File: config.mk
export PLATFORM = sky130hd
export DESIGN_NAME = vsync_animation_clock
export DESIGN_NICKNAME = d
export VERILOG_FILES = /design/src/rtl/core/vac_pkg.sv /design/src/rtl/core/vac_step.sv /design/src/rtl/core/vsync_animation_clock.sv
export SDC_FILE = /design/constraint.sdc
export NUM_CORES = 1
export LEC_CHECK = 0
export BUFFER_PORTS_ARGS = -buffer_cell sky130_fd_sc_hd__buf_2
export CAP_MARGIN = 20
export CORE_MARGIN = 2
export CORE_UTILIZATION = 30
export CTS_BUF_LIST = sky130_fd_sc_hd__clkbuf_2
export CTS_CLUSTER_DIAMETER = 50
export CTS_CLUSTER_SIZE = 20
export DETAILED_ROUTE_END_ITERATION = 10
export GPL_TIMING_DRIVEN = 0
export PLACE_DENSITY = 0.49
export SLEW_MARGIN = 20
export SYNTH_ARGS = -nofsm -noshare
export SYNTH_HDL_FRONTEND = slang
export SYNTH_SLANG_ARGS = --single-unit
File: constraint.sdc
create_clock -name clk_i -period 8.26 [get_ports clk_i]
set_input_delay 1.239 -clock clk_i [delete_from_list [all_inputs] [get_ports clk_i]]
set_output_delay 1.239 -clock clk_i [all_outputs]
set_load 0.005 [all_outputs]
File: src/rtl/core/vac_pkg.sv
`timescale 1ns / 1ps
// ----------------------------------------------------------------------------
// vac_pkg
// Shared types and constants for the vsync-locked animation clock.
// ----------------------------------------------------------------------------
package vac_pkg;

  localparam int unsigned WallW   = 40;
  localparam int unsigned ClkW    = 41;
  localparam int unsigned PeriodW = 16;
  localparam int unsigned ThreshW = 20;
  localparam int unsigned CfgIdxW = 3;
  localparam int unsigned CfgDatW = 20;

  localparam logic [CfgIdxW-1:0] RegVsyncPeriod  = 3'd0;
  localparam logic [CfgIdxW-1:0] RegBadMargin    = 3'd1;
  localparam logic [CfgIdxW-1:0] RegHardThresh   = 3'd2;
  localparam logic [CfgIdxW-1:0] RegSoftWindow   = 3'd3;
  localparam logic [CfgIdxW-1:0] RegCatchupStep  = 3'd4;

  localparam logic KindStart = 1'b0;
  localparam logic KindFrame = 1'b1;

  localparam logic ModePredicted = 1'b0;
  localparam logic ModeCurrent   = 1'b1;

  typedef struct packed {
    logic [PeriodW-1:0] vsync_period;
    logic [PeriodW-1:0] bad_margin;
    logic [ThreshW-1:0] hard_threshold;
    logic [ThreshW-1:0] soft_window;
    logic [PeriodW-1:0] catchup_step;
  } cfg_t;

  typedef struct packed {
    logic [ClkW-1:0]  anim_clock;
    logic             mode_flag;
    logic [WallW-1:0] last_bad_time;
  } state_t;

endpackage

File: src/rtl/core/vac_step.sv
`timescale 1ns / 1ps
// ----------------------------------------------------------------------------
// vac_step
// Next-state logic of the animation clock for one start or frame transaction.
// ----------------------------------------------------------------------------
module vac_step (
  input  vac_pkg::cfg_t                   cfg_i,
  input  vac_pkg::state_t                 state_i,
  input  logic                            kind_i,
  input  logic [vac_pkg::WallW-1:0]       wall_i,
  output vac_pkg::state_t                 state_o,
  output logic                            bad_o
);

  logic [vac_pkg::ClkW:0]         sum_period;
  logic [vac_pkg::ClkW-1:0]       clk_adv;
  logic [vac_pkg::ClkW:0]         sum_catch;
  logic [vac_pkg::ClkW-1:0]       clk_up;
  logic [vac_pkg::ClkW-1:0]       clk_dn;
  logic [vac_pkg::ClkW-1:0]       catch_ext;
  logic signed [vac_pkg::ClkW+1:0] drift;
  logic signed [vac_pkg::ClkW+1:0] neg_two_period;
  logic signed [vac_pkg::WallW:0]  since_bad;
  logic signed [vac_pkg::WallW:0]  soft_ext;
  logic                            bad;
  logic                            have_bad;
  logic                            hard;

  assign catch_ext  = {{(vac_pkg::ClkW - vac_pkg::PeriodW){1'b0}}, cfg_i.catchup_step};
  assign sum_period = {1'b0, state_i.anim_clock}
                    + {{(vac_pkg::ClkW + 1 - vac_pkg::PeriodW){1'b0}}, cfg_i.vsync_period};
  assign clk_adv    = sum_period[vac_pkg::ClkW] ? '1 : sum_period[vac_pkg::ClkW-1:0];
  assign sum_catch  = {1'b0, clk_adv} + {1'b0, catch_ext};
  assign clk_up     = sum_catch[vac_pkg::ClkW] ? '1 : sum_catch[vac_pkg::ClkW-1:0];
  assign clk_dn     = (clk_adv > catch_ext) ? (clk_adv - catch_ext) : '0;

  assign drift = $signed({3'b000, wall_i}) - $signed({2'b00, clk_adv});
  assign neg_two_period = -$signed({{(vac_pkg::ClkW + 1 - vac_pkg::PeriodW){1'b0}},
                                    cfg_i.vsync_period, 1'b0});
  assign since_bad = $signed({1'b0, wall_i}) - $signed({1'b0, state_i.last_bad_time});
  assign soft_ext  = $signed({{(vac_pkg::WallW + 1 - vac_pkg::ThreshW){1'b0}},
                              cfg_i.soft_window});

  assign bad = drift > $signed({{(vac_pkg::ClkW + 2 - vac_pkg::PeriodW){1'b0}},
                                cfg_i.bad_margin});
  assign hard = drift > $signed({{(vac_pkg::ClkW + 2 - vac_pkg::ThreshW){1'b0}},
                                 cfg_i.hard_threshold});
  assign have_bad = state_i.last_bad_time != '0;

  always_comb begin
    state_o = state_i;
    bad_o   = 1'b0;
    if (kind_i == vac_pkg::KindStart) begin
      state_o.anim_clock    = '0;
      state_o.last_bad_time = '0;
    end else if (cfg_i.vsync_period == '0) begin
      state_o.anim_clock = {1'b0, wall_i};
    end else begin
      bad_o              = bad;
      state_o.anim_clock = clk_adv;
      if (hard) begin
        state_o.mode_flag  = vac_pkg::ModeCurrent;
        state_o.anim_clock = {1'b0, wall_i};
      end else if (state_i.mode_flag == vac_pkg::ModePredicted) begin
        if (bad) begin
          if (have_bad && (since_bad < soft_ext)) begin
            state_o.mode_flag  = vac_pkg::ModeCurrent;
            state_o.anim_clock = {1'b0, wall_i};
          end
          state_o.last_bad_time = wall_i;
        end else if (drift > $signed({2'b00, catch_ext})) begin
          state_o.anim_clock = clk_up;
        end else if (drift < neg_two_period) begin
          state_o.anim_clock = clk_dn;
        end
      end else begin
        if (bad) begin
          state_o.last_bad_time = wall_i;
        end else if (have_bad && (since_bad > soft_ext)) begin
          state_o.mode_flag = vac_pkg::ModePredicted;
        end
        state_o.anim_clock = {1'b0, wall_i};
      end
    end
  end

endmodule

File: src/rtl/core/vsync_animation_clock.sv
`timescale 1ns / 1ps
// ----------------------------------------------------------------------------
// vsync_animation_clock
// Animation clock locked to vsync, with predicted and wall-time modes.
// ----------------------------------------------------------------------------
//  channel   direction  contents
//  s_axis    in         tuser: kind; tdata: wall_time[39:0]
//  m_axis    out        tdata: anim_time[40:0]; tuser: time_mode, bad_frame
//  cfg       in         write enable, register index, 20-bit data
//
//  One transaction per cycle while the result is not stalled; the input
//  register and the result register sit around the combinational clock
//  update.
//  Reset clears the clock state and loads the default registers.
//  A stalled result holds; the input side keeps accepting while the
//  result register can be refilled in the same cycle.
// ----------------------------------------------------------------------------
module vsync_animation_clock (
  input  logic                         clk_i,
  input  logic                         rst_ni,
  input  logic                         s_axis_tvalid,
  output logic                         s_axis_tready,
  input  logic [39:0]                  s_axis_tdata,   // wall_time
  input  logic                         s_axis_tuser,   // kind
  output logic                         m_axis_tvalid,
  input  logic                         m_axis_tready,
  output logic [47:0]                  m_axis_tdata,   // anim_time, zero pad
  output logic [1:0]                   m_axis_tuser,   // time_mode, bad_frame
  input  logic                         cfg_we_i,
  input  logic [vac_pkg::CfgIdxW-1:0]  cfg_idx_i,
  input  logic [vac_pkg::CfgDatW-1:0]  cfg_wdata_i
);

  vac_pkg::cfg_t                 cfg_q;
  vac_pkg::state_t               state_q;
  vac_pkg::state_t               state_d;
  logic                          in_valid_q;
  logic                          kind_q;
  logic [vac_pkg::WallW-1:0]     wall_q;
  logic                          out_valid_q;
  logic [vac_pkg::ClkW-1:0]      anim_q;
  logic                          mode_q;
  logic                          bad_q;
  logic                          bad_d;
  logic                          out_free;
  logic                          fire;

  assign out_free      = !out_valid_q || m_axis_tready;
  assign fire          = in_valid_q && out_free;
  assign s_axis_tready = !in_valid_q || out_free;

  always_ff @(posedge clk_i or negedge rst_ni) begin
    if (!rst_ni) begin
      cfg_q.vsync_period   <= 16'd4267;
      cfg_q.bad_margin     <= 16'd427;
      cfg_q.hard_threshold <= 20'd25600;
      cfg_q.soft_window    <= 20'd25600;
      cfg_q.catchup_step   <= 16'd256;
    end else if (cfg_we_i) begin
      case (cfg_idx_i)
        vac_pkg::RegVsyncPeriod: cfg_q.vsync_period   <= cfg_wdata_i[15:0];
        vac_pkg::RegBadMargin:   cfg_q.bad_margin     <= cfg_wdata_i[15:0];
        vac_pkg::RegHardThresh:  cfg_q.hard_threshold <= cfg_wdata_i;
        vac_pkg::RegSoftWindow:  cfg_q.soft_window    <= cfg_wdata_i;
        vac_pkg::RegCatchupStep: cfg_q.catchup_step   <= cfg_wdata_i[15:0];
        default: ;
      endcase
    end
  end

  always_ff @(posedge clk_i or negedge rst_ni) begin
    if (!rst_ni) begin
      in_valid_q <= 1'b0;
    end else if (s_axis_tready) begin
      in_valid_q <= s_axis_tvalid;
    end
  end

  always_ff @(posedge clk_i) begin
    if (s_axis_tready && s_axis_tvalid) begin
      kind_q <= s_axis_tuser;
      wall_q <= s_axis_tdata;
    end
  end

  vac_step u_step (
    .cfg_i   (cfg_q),
    .state_i (state_q),
    .kind_i  (kind_q),
    .wall_i  (wall_q),
    .state_o (state_d),
    .bad_o   (bad_d)
  );

  always_ff @(posedge clk_i or negedge rst_ni) begin
    if (!rst_ni) begin
      state_q     <= '0;
      out_valid_q <= 1'b0;
    end else begin
      if (fire) begin
        state_q <= state_d;
      end
      if (out_free) begin
        out_valid_q <= in_valid_q;
      end
    end
  end

  always_ff @(posedge clk_i) begin
    if (fire) begin
      anim_q <= state_d.anim_clock;
      mode_q <= state_d.mode_flag;
      bad_q  <= bad_d;
    end
  end

  assign m_axis_tvalid = out_valid_q;
  assign m_axis_tdata  = {7'd0, anim_q};
  assign m_axis_tuser  = {bad_q, mode_q};

endmodule

==> run summary, run 1 <==
status = finished clean
number of synthesized flops with an enable pin = 84
starting density of the core = 0.304
metal3 WL = 8200 um
critical setup path kind = reg -> reg
P_int = 4.89 mW
Slew headroom = 0.226
top layer in use = met5
Rows = 104
switching power = 6.10 mW
largest net degree at the start of global routing = 69
CTS Buffer Depth = 3
Mapped Area = 24500 sq um
clock skew = 240 ps
pre-CTS setup slack = -3410 ps
RSZ-0062 raised after global routing = true
CP Max Fanout = 10
Die Y = 290 um
Cell variety after synth = 110
final period utilization = 0.994
area delta synth->final = 23.5%
Die X = 290 um
IO Count = 121
Switching Share = 0.555
YS warnings = 0
Critical Path End Type = flip-flop
first-pass GRT wire length = 158000 um
CTS HTree Levels = 2
TritonCTS buffer count = 45
Seq/Total Area, Yosys = 0.279
syn_area_per_cell = 8.09 sq um
port bufs = 113
Iter 0 DRT Violations = 2862
Tot Pwr = 11.0 mW
antenna viol nets, final = 0
Critical Path RT = 9310 ps
fin area = 30300 sq um
worst slew pin tran = 1150 ps
cell count after synthesis = 3030
Comb pwr share = 0.740
Reg power frac = 0.166
post-synthesis register bit count = 256
worst endpoint data arrival time = 9260 ps
Worst-Skew Late Latency = 1240 ps
max cap viols = 0
post-detail-place hpwl = 84400 um
WL final = 108000 um
Final Wtd Congestion = 0.987
Die Area = 84000 sq um
Power Density = 363 nW/um^2
initial antenna violation count = 6
Post-Route M1 WL = 49600 um
average wire per standard cell = 24.5 um
root buf cell = clkbuf_2
clk sinks = 256
fillcell total = 8539
share of layout cells above drive strength 1 = 0.235
Final min period = 8210 ps
vias in the first global route = 23500
asr flop ratio synth = 0.672
top cell type's share of synthesized area = 0.156
prevailing post-synth register cell = dfrtp_1
Clock power frac = 0.095
top cells by area, synth = dfrtp_1, ha_1, edfxtp_1
Fin. Hold Viols = 0
grt total ovfl = 0
worst hold path type = in -> reg
Final nets = 3640
router iterations before antenna repair = 6
dpl cell area = 26600 sq um
Detail Route met2 WL = 45900 um
DR vias = 25500
core outline area = 80700 sq um
VDD IR max = 0.000176 V
largest area contributor in the netlist = dfrtp_1
via/cell ratio = 5.76
Final Max Slew Viols = 0
CP max stage delay = 610 ps
CTS tree = yes
slowest stage cell, crit path = or4_4
type of origin of the critical path = flip-flop
residual DRC count = 0
Final setup viols = 0
Total GRT Usage = 0.248
Max Fclk = 0.122 GHz
P_leak = 12.2 nW
clk slew on worst S/H paths = 270 ps
slack of the critical path = 48.9 ps
[routing by layer]
metal  vias up  GRT usage
met4         6     0.0908
met5         -          0
met3       233     0.0401
met2      1085      0.370
met1     12400      0.357
li1      11800          -
[cell usage after synthesis, types with 38 or more instances]
library cell and n:
xor2_1 57, a211oi_1 46, a21o_1 46, clkbuf_1 108, a21oi_1 199, nor3_1 95
nor4_1 38, nand4_1 79, nand2_1 369, dfrtp_1 153, xnor2_1 73, ha_1 244
nand3_1 83, o21ai_0 230, nor2_1 187, inv_1 207, o21a_1 39, mux2_2 47
edfxtp_1 84
[cells in the final DEF, fill, tap and decap left out, types with 31 or more instances in the layout]
master    count
nand2_1     345
dfrtp_1     138
nor4_1       32
clkbuf_2     53
nand3_1      76
buf_2       126
edfxtp_1     84
o21ai_0     214
xnor2_1      62
nor2_1      167
mux2_2       46
xor2_1       48
inv_1       186
nand4_1      79
o21ai_1      33
clkbuf_1     85
a31oi_1      31
buf_4       150
ha_1        212
a21oi_1     178
o21a_1       39
a21o_1       44
o211ai_1     35
nor3_1       80
[state kept, by name (all words and copies together) (netlist names)]
name,count
mode_q,1
wall_q,40
in_valid_q,1
bad_q,1
state_q,82
m_axis_tvalid,1
anim_q,41
kind_q,1
cfg_q,88
[critical path, delay by kind of cell (launching register included)]
kind | cells | cell delay, ps
adder cells (fa/ha/maj) | 2 | 610
AND/OR/NAND/NOR | 15 | 3800
flip-flops | 1 | 380
XOR/XNOR | 2 | 300
AO/OA/AOI/OAI | 9 | 1680
buffers and inverters | 6 | 1260
[what timing repair did]
action	in CTS	in global routing
hold buffers	1	0
setup buffers	64	69
pin swaps	45	64
gates resized for setup	257	217
endpoints found under the hold margin	24	0
endpoints found under the setup margin	125	119
[stage by stage]
stage | TNS (ps) | util | hold WS (ps) | std cells
after CTS | -2.92 | 0.358 | 199 | 4356
after global routing | -367 | 0.375 | 249 | 4421
after floorplan | 0 | - | 453 | 3036
final | 0 | 0.375 | 315 | 4421
after detailed placement | -287180 | 0.329 | 488 | 4213
after global placement | -327510 | 0.328 | 485 | 4209
[worst paths after layout]
kind,start,end,slack (ps),cells past startpoint
worst max-delay path,state_q[78],anim_q[36],50,34
worst min-delay path,s_axis_tdata[27],wall_q[27],320,1
worst max register to register,state_q[78],anim_q[36],50,34
worst min register to register,in_valid_q,m_axis_tvalid,480,1
max in group asynchronous,rst_ni,cfg_q[73],6540,4
min in group asynchronous,rst_ni,cfg_q[39],610,2
[power by group through the flow]
stage | clock [mW] | sequential, mW | combinational (mW)
after floorplan | 0 | 1.71 | 4.61
after global placement | 0 | 1.83 | 6.76
after detailed placement | 0 | 1.83 | 6.76
after CTS | 1.08 | 1.81 | 7.41
after global routing | 1.13 | 1.84 | 8.77
final | 1.04 | 1.82 | 8.13
[final cells by class]
cell class,instances,area [sq um],share of cell area
well taps,1060,1330,0.0438
diodes,2,5.00,0.000165
flip-flops and latches,256,6870,0.227
plain buffers,150,841,0.0278
inverters,209,812,0.0268
clock inverters,37,439,0.0145
repair buffers,249,1690,0.0558
clock buffers,47,235,0.00777
multi-input cells,2411,18100,0.597
[cells by family (layout without fill, tap and decap cells)]
logic type               Yosys count  count (layout)  share of synthesized area
AO/OA/AOI/OAI                    920             920                      0.250
other                              1               9                   0.000153
XOR/XNOR                         130             130                     0.0464
adder cells (fa/ha/maj)          249             249                      0.129
multiplexers                      52              52                     0.0236
AND/OR/NAND/NOR                 1053            1053                      0.210
flip-flops                       256             256                      0.279
buffers and inverters            369             692                     0.0617
(Power assumes the default switching activity.)
==> run 2, diff against run 1 <==
--- a/config.mk
+++ b/config.mk
@@ -18,4 +18,5 @@
 export SLEW_MARGIN = 20
 export SYNTH_ARGS = -nofsm -noshare
 export SYNTH_HDL_FRONTEND = slang
+export SYNTH_HIERARCHICAL = 1
 export SYNTH_SLANG_ARGS = --single-unit
==> run summary, run 2 <==
status = finished clean
fin area = 28400 sq um (-6.1%)
Critical Path End Type = flip-flop
CP max stage delay = 580 ps (-30 ps)
Max Fclk = 0.123 GHz (+1.1%)
Total GRT Usage = 0.218 (-0.0294)
footprint of the multi-input gates = 17100 sq um (-5.4%)
clk slew on worst S/H paths = 210 ps (-60 ps)
Fin. Hold Viols = 0 (unchanged)
first-pass GRT wire length = 138000 um (-13%)
Worst-Skew Late Latency = 1070 ps (-170 ps)
dpl cell area = 26300 sq um (-1.1%)
prevailing post-synth register cell = dfrtp_1
register area = 6860 sq um (-0.13%)
most flop-heavy register = cfg_q
final period utilization = 0.984 (-0.0105)
CTS tree = yes
Slew headroom = 0.307 (+0.0804)
IO Count = 121 (unchanged)
top cells by area, synth = dfrtp_1, ha_1, edfxtp_1
critical setup path kind = reg -> reg
DR vias = 22800 (-10%)
flop2flop setup slack = 140 ps (+90 ps)
pre-CTS setup slack = -2860 ps (+554 ps)
Final nets = 3323 (-8.7%)
via/cell ratio = 5.57 (-3.4%)
clock skew = 113 ps (-127 ps)
RSZ-0062 raised after global routing = true
CTS HTree Levels = 2 (unchanged)
TritonCTS buffer count = 42 (-6.7%)
asr flop ratio synth = 0.672 (unchanged)
share of layout cells above drive strength 1 = 0.243 (+0.00793)
Die Area = 83100 sq um (-1.1%)
Largest register FFs = 88 (unchanged)
Final Wtd Congestion = 0.967 (-2.1%)
Reg2Reg Depth = 31 (-8.8%)
FF-to-FF Start = cfg_q[73]
Setup crit end = state_q[53]
commonest non-fill, non-tap cell in the layout = ha_1
clk sinks = 256 (unchanged)
initial antenna violation count = 4 (-2)
grt total ovfl = 0 (unchanged)
slowest stage cell, crit path = dfstp_2
area delta synth->final = 17.3%
CP Max Fanout = 10 (unchanged)
worst hold path type = in -> reg
number of synthesized flops with an enable pin = 84 (unchanged)
largest area contributor in the netlist = dfrtp_1
most frequent cell after synthesis = ha_1
fillcell total = 8384 (-1.8%)
Seq/Total Area, Yosys = 0.283 (+0.00309)
max cap viols = 0 (unchanged)
Mapped Area = 24200 sq um (-1.1%)
type of origin of the critical path = flip-flop
CP Buf/Inv Count = 7 (+1)
Die Y = 288 um (-0.54%)
core outline area = 80300 sq um (-0.48%)
critical path startpoint = cfg_q[73]
worst endpoint data arrival time = 9040 ps (-220 ps)
post-synthesis register bit count = 256 (unchanged)
starting density of the core = 0.302 (-0.00186)
cell count after synthesis = 2788 (-8.0%)
Crit path max-delay family = compound AO/OA/AOI/OAI gates
root buf cell = clkbuf_2
Final Max Slew Viols = 0 (unchanged)
hold wc startpoint = s_axis_tdata[25]
Rows = 104 (unchanged)
antenna viol nets, final = 0 (unchanged)
FF-to-FF End = state_q[53]
Power Density = 484 nW/um^2 (+33%)
worst slew pin tran = 1030 ps (-116 ps)
largest net degree at the start of global routing = 81 (+17%)
top cell type's share of synthesized area = 0.158 (+0.00173)
Die X = 288 um (-0.54%)
Critical Path RT = 9180 ps (-130 ps)
slack of the critical path = 135 ps (+86.4 ps)
YS warnings = 6 (+6)
Final setup viols = 0 (unchanged)
P_leak = 11.9 nW (-2.7%)
VDD IR max = 0.000234 V (+33%)
most frequent cells in the layout = ha_1, nor2_1, nand2_1
Levels on crit path = 31 (-8.8%)
most common library cells after synthesis = ha_1, nor2_1, a21oi_1
average wire per standard cell = 22.8 um (-6.7%)
biggest regs = cfg_q x88, state_q x82, anim_q x41
Iter 0 DRT Violations = 1844 (-36%)
WL final = 93600 um (-13%)
post-detail-place hpwl = 74500 um (-12%)
vias in the first global route = 21700 (-7.6%)
syn_area_per_cell = 8.70 sq um (+7.5%)
residual DRC count = 0 (unchanged)
Cell variety after synth = 103 (-6.4%)
router iterations before antenna repair = 7 (+1)
Final min period = 8120 ps (-86.4 ps)
hold slack = 339 ps (+23.2 ps)
port bufs = 113 (unchanged)
CTS Buffer Depth = 3 (unchanged)
run 2: cell count changes after synthesis, sizes merged, moves of 20 or more:
cell,delta
nand2,-164
nor3,-41
o21ai,-131
mux2i,+45
xor2,-23
clkbuf,-44
mux2,+125
nand4,-20
nor2,+41
run 2: cell families (layout without fill, tap and decap cells):
kind of cell,count (synthesis),count (layout),share of synthesized area
XOR/XNOR,108,108,0.0390
adder cells (fa/ha/maj),248,248,0.130
AND/OR/NAND/NOR,845,845,0.173
multiplexers,222,222,0.101
AO/OA/AOI/OAI,778,778,0.219
flip-flops,256,256,0.283
other,1,9,0.000155
buffers and inverters,330,576,0.0563
run 2: what timing repair did:
action                                 in CTS  in global routing
gates cloned                                0                  1
gates resized for setup                   161                117
hold buffers                                1                  0
setup buffers                              30                 27
setup endpoints to repair                 125                122
pin swaps                                  24                 37
endpoints found under the hold margin      39                  0
run 2: final cells by class:
class | count | area share
multi-input cells | 2208 | 0.601
clock inverters | 29 | 0.0116
clock buffers | 49 | 0.00862
inverters | 202 | 0.0267
plain buffers | 119 | 0.0234
well taps | 1060 | 0.0466
flip-flops and latches | 256 | 0.241
diodes | 2 | 0.000176
repair buffers | 177 | 0.0409
run 2: routing by layer:
metal | GRT usage | vias up | wire, um
met5 | 0 | - | 0
met4 | 0.0670 | 0 | 3260
met3 | 0.0271 | 130 | 5290
met2 | 0.359 | 752 | 42800
met1 | 0.297 | 11100 | 42300
li1 | - | 10900 | -
run 2: how the worst min path moves through the flow:
| stage | endpoint | slack (ps) | depth (start not counted) |
|---|---|---|---|
| 6_report | wall_q[25] | 340 | 1 |
| 5_1_grt | wall_q[25] | 250 | 1 |
| 2_1_floorplan | m_axis_tvalid | 460 | 1 |
| 3_5_place_dp | state_q[79] | 490 | 1 |
| 3_3_place_gp | m_axis_tvalid | 470 | 1 |
| 4_1_cts | wall_q[25] | 230 | 1 |
run 2: metrics by stage:
stage,cells,power (mW),TNS (ps),utilization
after CTS,4075,13.1,0,0.345
after detailed placement,3971,11.5,-260320,0.327
final,4102,13.8,0,0.354
after global routing,4102,14.8,-76.6,0.354
after global placement,3967,11.5,-268230,0.326
after floorplan,2794,8.73,0,-
run 2: worst register-to-register path, delay by kind of cell (launching register included):
kind            cells  cell delay [ps]
fa+ha+maj           3              940
compound gates     15             3830
simple gates        4              460
buf+inv             7             1530
xor+xnor            1              330
mux                 1              330
flops               1              580
run 2: report_power, final:
group	internal, mW	switching, mW
clock	0.337	0.601
combinational	4.22	6.63
sequential	1.65	0.318
